### config.mk
export PLATFORM = sky130hd
export DESIGN_NAME = saai_axis_lane
export DESIGN_NICKNAME = d
export VERILOG_FILES = /design/src/saai_pkg.sv /design/src/saai_axis_lane.sv
export SDC_FILE = /design/constraint.sdc
export NUM_CORES = 1
export LEC_CHECK = 0
export BUFFER_PORTS_ARGS = -buffer_cell sky130_fd_sc_hd__buf_2
export CAP_MARGIN = 10
export CORE_AREA = 2 2 161 163
export CTS_CLUSTER_SIZE = 8
export DETAILED_ROUTE_END_ITERATION = 8
export DIE_AREA = 0 0 163 165
export PLACE_DENSITY = 0.8
export SLEW_MARGIN = 0
export SYNTH_ARGS = -nofsm -noshare
export SYNTH_HDL_FRONTEND = slang
export SYNTH_SLANG_ARGS = --single-unit
### constraint.sdc
create_clock -name clk_i -period 25.9 [get_ports clk_i]
set_input_delay 3.885 -clock clk_i [delete_from_list [all_inputs] [get_ports clk_i]]
set_output_delay 3.885 -clock clk_i [all_outputs]
set_load 0.05 [all_outputs]
### src/saai_pkg.sv
package saai_pkg;

  localparam int COORD_WIDTH = 32;
  localparam int FIELD_WIDTH = 32;
  localparam int THR_WIDTH   = 16;
  localparam int NUM_AXES    = 3;
  localparam int NUM_PAIRS   = NUM_AXES * (NUM_AXES - 1);
  localparam int DIFF_WIDTH  = COORD_WIDTH + 1;
  localparam int PROD_WIDTH  = 2 * COORD_WIDTH;

  localparam logic [THR_WIDTH-1:0] THR_RESET = THR_WIDTH'(1);

  // Ordered axis pairs (a, b) for the cross-axis slab tests.
  localparam int PAIR_A [NUM_PAIRS] = '{0, 0, 1, 1, 2, 2};
  localparam int PAIR_B [NUM_PAIRS] = '{1, 2, 0, 2, 0, 1};

  typedef struct packed {
    logic signed [FIELD_WIDTH-1:0] start_x;
    logic signed [FIELD_WIDTH-1:0] start_y;
    logic signed [FIELD_WIDTH-1:0] start_z;
    logic signed [FIELD_WIDTH-1:0] end_x;
    logic signed [FIELD_WIDTH-1:0] end_y;
    logic signed [FIELD_WIDTH-1:0] end_z;
    logic signed [FIELD_WIDTH-1:0] box_min_x;
    logic signed [FIELD_WIDTH-1:0] box_min_y;
    logic signed [FIELD_WIDTH-1:0] box_min_z;
    logic signed [FIELD_WIDTH-1:0] box_max_x;
    logic signed [FIELD_WIDTH-1:0] box_max_y;
    logic signed [FIELD_WIDTH-1:0] box_max_z;
  } in_item_t;

  typedef struct packed {
    logic hit;
  } out_item_t;

  // Result of one axis lane: entry/exit numerators over a positive denominator.
  typedef struct packed {
    logic                         par;
    logic                         ok;
    logic signed [DIFF_WIDTH-1:0] n_lo;
    logic signed [DIFF_WIDTH-1:0] n_hi;
    logic [COORD_WIDTH-1:0]       den;
  } axis_t;

  typedef struct packed {
    logic en_b;
    logic en_c;
  } pipe_ctrl_t;

endpackage

### src/saai_axis_lane.sv
module saai_axis_lane import saai_pkg::*; (
  input  logic                          clk_i,
  input  logic                          en_i,
  input  logic [THR_WIDTH-1:0]          thr_i,
  input  logic signed [FIELD_WIDTH-1:0] start_i,
  input  logic signed [FIELD_WIDTH-1:0] end_i,
  input  logic signed [FIELD_WIDTH-1:0] bmin_i,
  input  logic signed [FIELD_WIDTH-1:0] bmax_i,
  output axis_t                         axis_o
);

  logic signed [COORD_WIDTH-1:0] s, e, bmin, bmax;
  logic signed [DIFF_WIDTH-1:0]  d, n1, n2, m1, m2;
  logic [DIFF_WIDTH-1:0]         mag;
  logic                          par, pin;
  axis_t                         axis_d, axis_q;

  always_comb begin
    s    = COORD_WIDTH'(start_i);
    e    = COORD_WIDTH'(end_i);
    bmin = COORD_WIDTH'(bmin_i);
    bmax = COORD_WIDTH'(bmax_i);
    d    = DIFF_WIDTH'(e) - DIFF_WIDTH'(s);
    n1   = DIFF_WIDTH'(bmin) - DIFF_WIDTH'(s);
    n2   = DIFF_WIDTH'(bmax) - DIFF_WIDTH'(s);
    mag  = d[DIFF_WIDTH-1] ? DIFF_WIDTH'(-d) : DIFF_WIDTH'(d);
    par  = (d == '0) || (mag < DIFF_WIDTH'(thr_i));
    pin  = (s >= bmin) && (s <= bmax);
    // A falling direction flips both numerators so the denominator is positive.
    m1   = d[DIFF_WIDTH-1] ? -n1 : n1;
    m2   = d[DIFF_WIDTH-1] ? -n2 : n2;
    axis_d.par  = par;
    axis_d.n_lo = (m1 > m2) ? m2 : m1;
    axis_d.n_hi = (m1 > m2) ? m1 : m2;
    axis_d.den  = mag[COORD_WIDTH-1:0];
    // Checks against the initial interval [0,1] need no multiply.
    axis_d.ok   = par ? pin
                      : ((axis_d.n_lo <= $signed(mag)) && (axis_d.n_hi >= 0));
  end

  always_ff @(posedge clk_i) begin
    if (en_i) begin
      axis_q <= axis_d;
    end
  end

  assign axis_o = axis_q;

endmodule

==> impl_results.md <==
* Vias per cell at 6.52
* Synthesis-to-layout area growth at 11.1%
* Layout cell share with drive strength beyond 1 at 14.3%
* Final core utilization at between 60 and 70%
* Clock sinks at 100
* Sequential fraction of the synthesis area at 20.2%
* Flops & latches, synth at 100
* DRT Wirelength at 50,000 microns
* LEAKAGE at around 7.4 nW
* IO Port Bufs at 245
* Unrepaired setup endpoints after global routing: no
* Initial Util at 59.3%
* Syn_nets at 2,161
* Final Hold Fails at 0
* Die Height at 165 microns
* Root Buffer: clkbuf_16
* Run status: finished clean
* Worst hold slack at 3.93 ns
* # H-tree levels at 3
* Worst vdd ir at 0.0983 mV
* CTS max path bufs at 2
* Initial antenna violation count at 0
* Die ar. at 26,900 sq um
* First DRT Iteration DRCs at 2,018
* Detailed placement HPWL at 41,600 microns
* Maximum fanout along the worst path at 65
* Distinct cell type count after synthesis at 88
* Synthesized area per cell at 8.09 sq um
* Cells after Synth at 1,834
* Asr flop ratio synth at 0%
* DRT Pass-1 Iters at 6
* Core ar. at 25,000 sq um
* Worst-Margin Slew at 1.06 ns
* Via count at 15.4k
* GRT overflow at 0
* Final number of setup-violating endpoints at 0
* Psw at 0.780 mW
* I/O pins at between 200 and 250
* TNS Setup at 0 ns
* Most common cell after layout, fill and taps aside: buf_2
* Setup Crit Path Kind: in -> reg
* CTS Buf Count at 9
* Part of the power in combinational logic at a little under three quarters
* Die X at approximately 160 microns
* CP most frequent cell: a21o_1
* Clock-pin slew on the worst setup and hold paths at 0.07 ns
* Crit start category: input port
* Number of max-cap violations at 0
* Pint at 0.670 mW
* Drt wl/cell at 21.2 microns
* Cell area after synthesis at roughly 15,000 sq um
* Synth area leaders: edfxtp_1 (20%), ha_1 (15%), xnor2_1 (5.3%)
* Required time of the worst setup path at 26.09 ns
* Arr. time, crit path at 13.20 ns
* Largest net degree at the start of global routing at 84
* Cell row count at slightly below 60
* Routability cong. at 1.06
* Nets@finish at 2,357
* Max Slew Vio Count at 0
* Hold Path End: axis_o[7]
* Max_slew headroom at between 20% and 30%
* Post-route ant nets at 0
* Power per cell area at 88.0 nW/um^2
* Worst path slowest cell: buf_4
* Worst Hold Path Cells at 1
* ANT cells at 0
* Post-synth top flop: edfxtp_1
* Largest area contributor in the netlist: edfxtp_1
* Fmax at 76.8 MHz
* Vias in the first global route at 14.0k
* Worst Setup End Kind: flip-flop
* TritonCTS clock tree: built
* Synthesis warning total at 0
* Post-CTS Hold Buffers at 0
* Max stage delay on crit path at 0.75 ns
* Post-route DRC violation count at 0
* Clk pwr share at 8.4%
* Seq pwr share at 19.7%
* Final worst path period need at 13.01 ns
* Post-CTS sizing at 0
* Post-synth EDFFs at 100
* Hold Path Class: in -> reg
* Postcts setup bufs at 0
* Sw frac at a little over half
* Worst hold start: en_i
* Largest register FFs at 100
* Commonest non-fill, non-tap cells in the layout: buf_2 (244), ha_1 (178), a21oi_1 (148), inv_1 (147), nand2_1 (116)
* Power, Total at about 1.5 mW
* Period utilisation layout at 50.2%
* GRT Util Overall at 36.3%
* Yosys top cell area share at 20.2%
* First-pass GRT wire length at 75,600 microns
## power groups by stage
| stage | clock network [mW] | logic, mW | registers (mW) |
|---|---|---|---|
| after floorplan | 0 | 0.558 | 0.497 |
| after CTS | 0.121 | 1.03 | 0.286 |
| after detailed placement | 0 | 1.01 | 0.288 |
| after global placement | 0 | 0.984 | 0.286 |
| after global routing | 0.128 | 1.12 | 0.290 |
| final | 0.122 | 1.04 | 0.285 |
## worst max-delay path, delay by kind of cell
family	cells	cell delay, ns
AO/OA/AOI/OAI	23	4.69
adder cells (fa/ha/maj)	4	1.07
XOR/XNOR	1	0.27
multiplexers	2	0.51
AND/OR/NAND/NOR	8	1.17
buffers and inverters	6	1.52
## metal layers
metal	share of wire [%]	up-vias	track usage [%]
met4	3.2	0	12.2
met1	43	7262	50.9
met5	0	-	0
met3	9.4	88	4.27
met2	45	794	58.1
li1	-	7265	-
## Yosys cell counts (7+ instances only)
cell       instances
a31oi_1           18
a21boi_0          15
o31ai_1           20
mux2i_1           71
ha_1             178
nand4_1           51
xnor2_1           89
o21ai_1            9
edfxtp_1         100
o21a_1            21
xor2_1            72
and2_1            21
a21o_1            49
buf_2             12
nor4_1            16
or3_1             22
o41ai_1            8
nor2_1           114
o211ai_1          19
nand3b_1           7
nor2b_1           24
a21oi_1          148
clkbuf_1          41
or4_1             10
o21ai_0           99
or2_2              7
o21bai_1           8
nand3_1           61
nor3_1            43
and4_1            10
a211oi_1          23
inv_1            147
nand2_1          116
o22ai_1            7
and3_1            20
a2111oi_0         13
nand2b_1          21
## how the worst max path moves through the flow
stage / startpoint / to / depth (start not counted)
global placement: end_i[0] / axis_o[98] / 44
CTS: end_i[0] / axis_o[98] / 44
floorplan: end_i[0] / axis_o[98] / 47
global route: end_i[0] / axis_o[98] / 44
finish: end_i[0] / axis_o[98] / 44
detailed placement: end_i[0] / axis_o[98] / 44
## stage by stage
step | cell area [sq um] | cells | worst slack (ns)
after detailed placement | 16200 | 2349 | 12.76
after CTS | 16500 | 2365 | 13.07
after global routing | 16500 | 2365 | 12.18
final | 16500 | 2365 | 12.89
after floorplan | 14800 | 1834 | 14.06
after global placement | 16200 | 2349 | 13.10
## area by class of cell
type                       instances  area (sq um)
clock buffer                      11           233
clock inverter                     5          28.8
multi-input combinational       1522         11000
inverter                         147           552
sequential                       100          3000
fill                            2201          8560
tap                              330           413
timing repair buffer             250          1270
## logic make-up (layout without fill, tap and decap cells)
group	count (synthesis)	count (layout)	share of synthesized area, %
flip-flops	100	100	20.2
buffers and inverters	212	413	5.79
adder cells (fa/ha/maj)	181	181	15.4
AND/OR/NAND/NOR	569	569	20.1
AO/OA/AOI/OAI	535	535	23.8
multiplexers	76	76	5.17
XOR/XNOR	161	161	9.51
(Power assumes the default switching activity.)
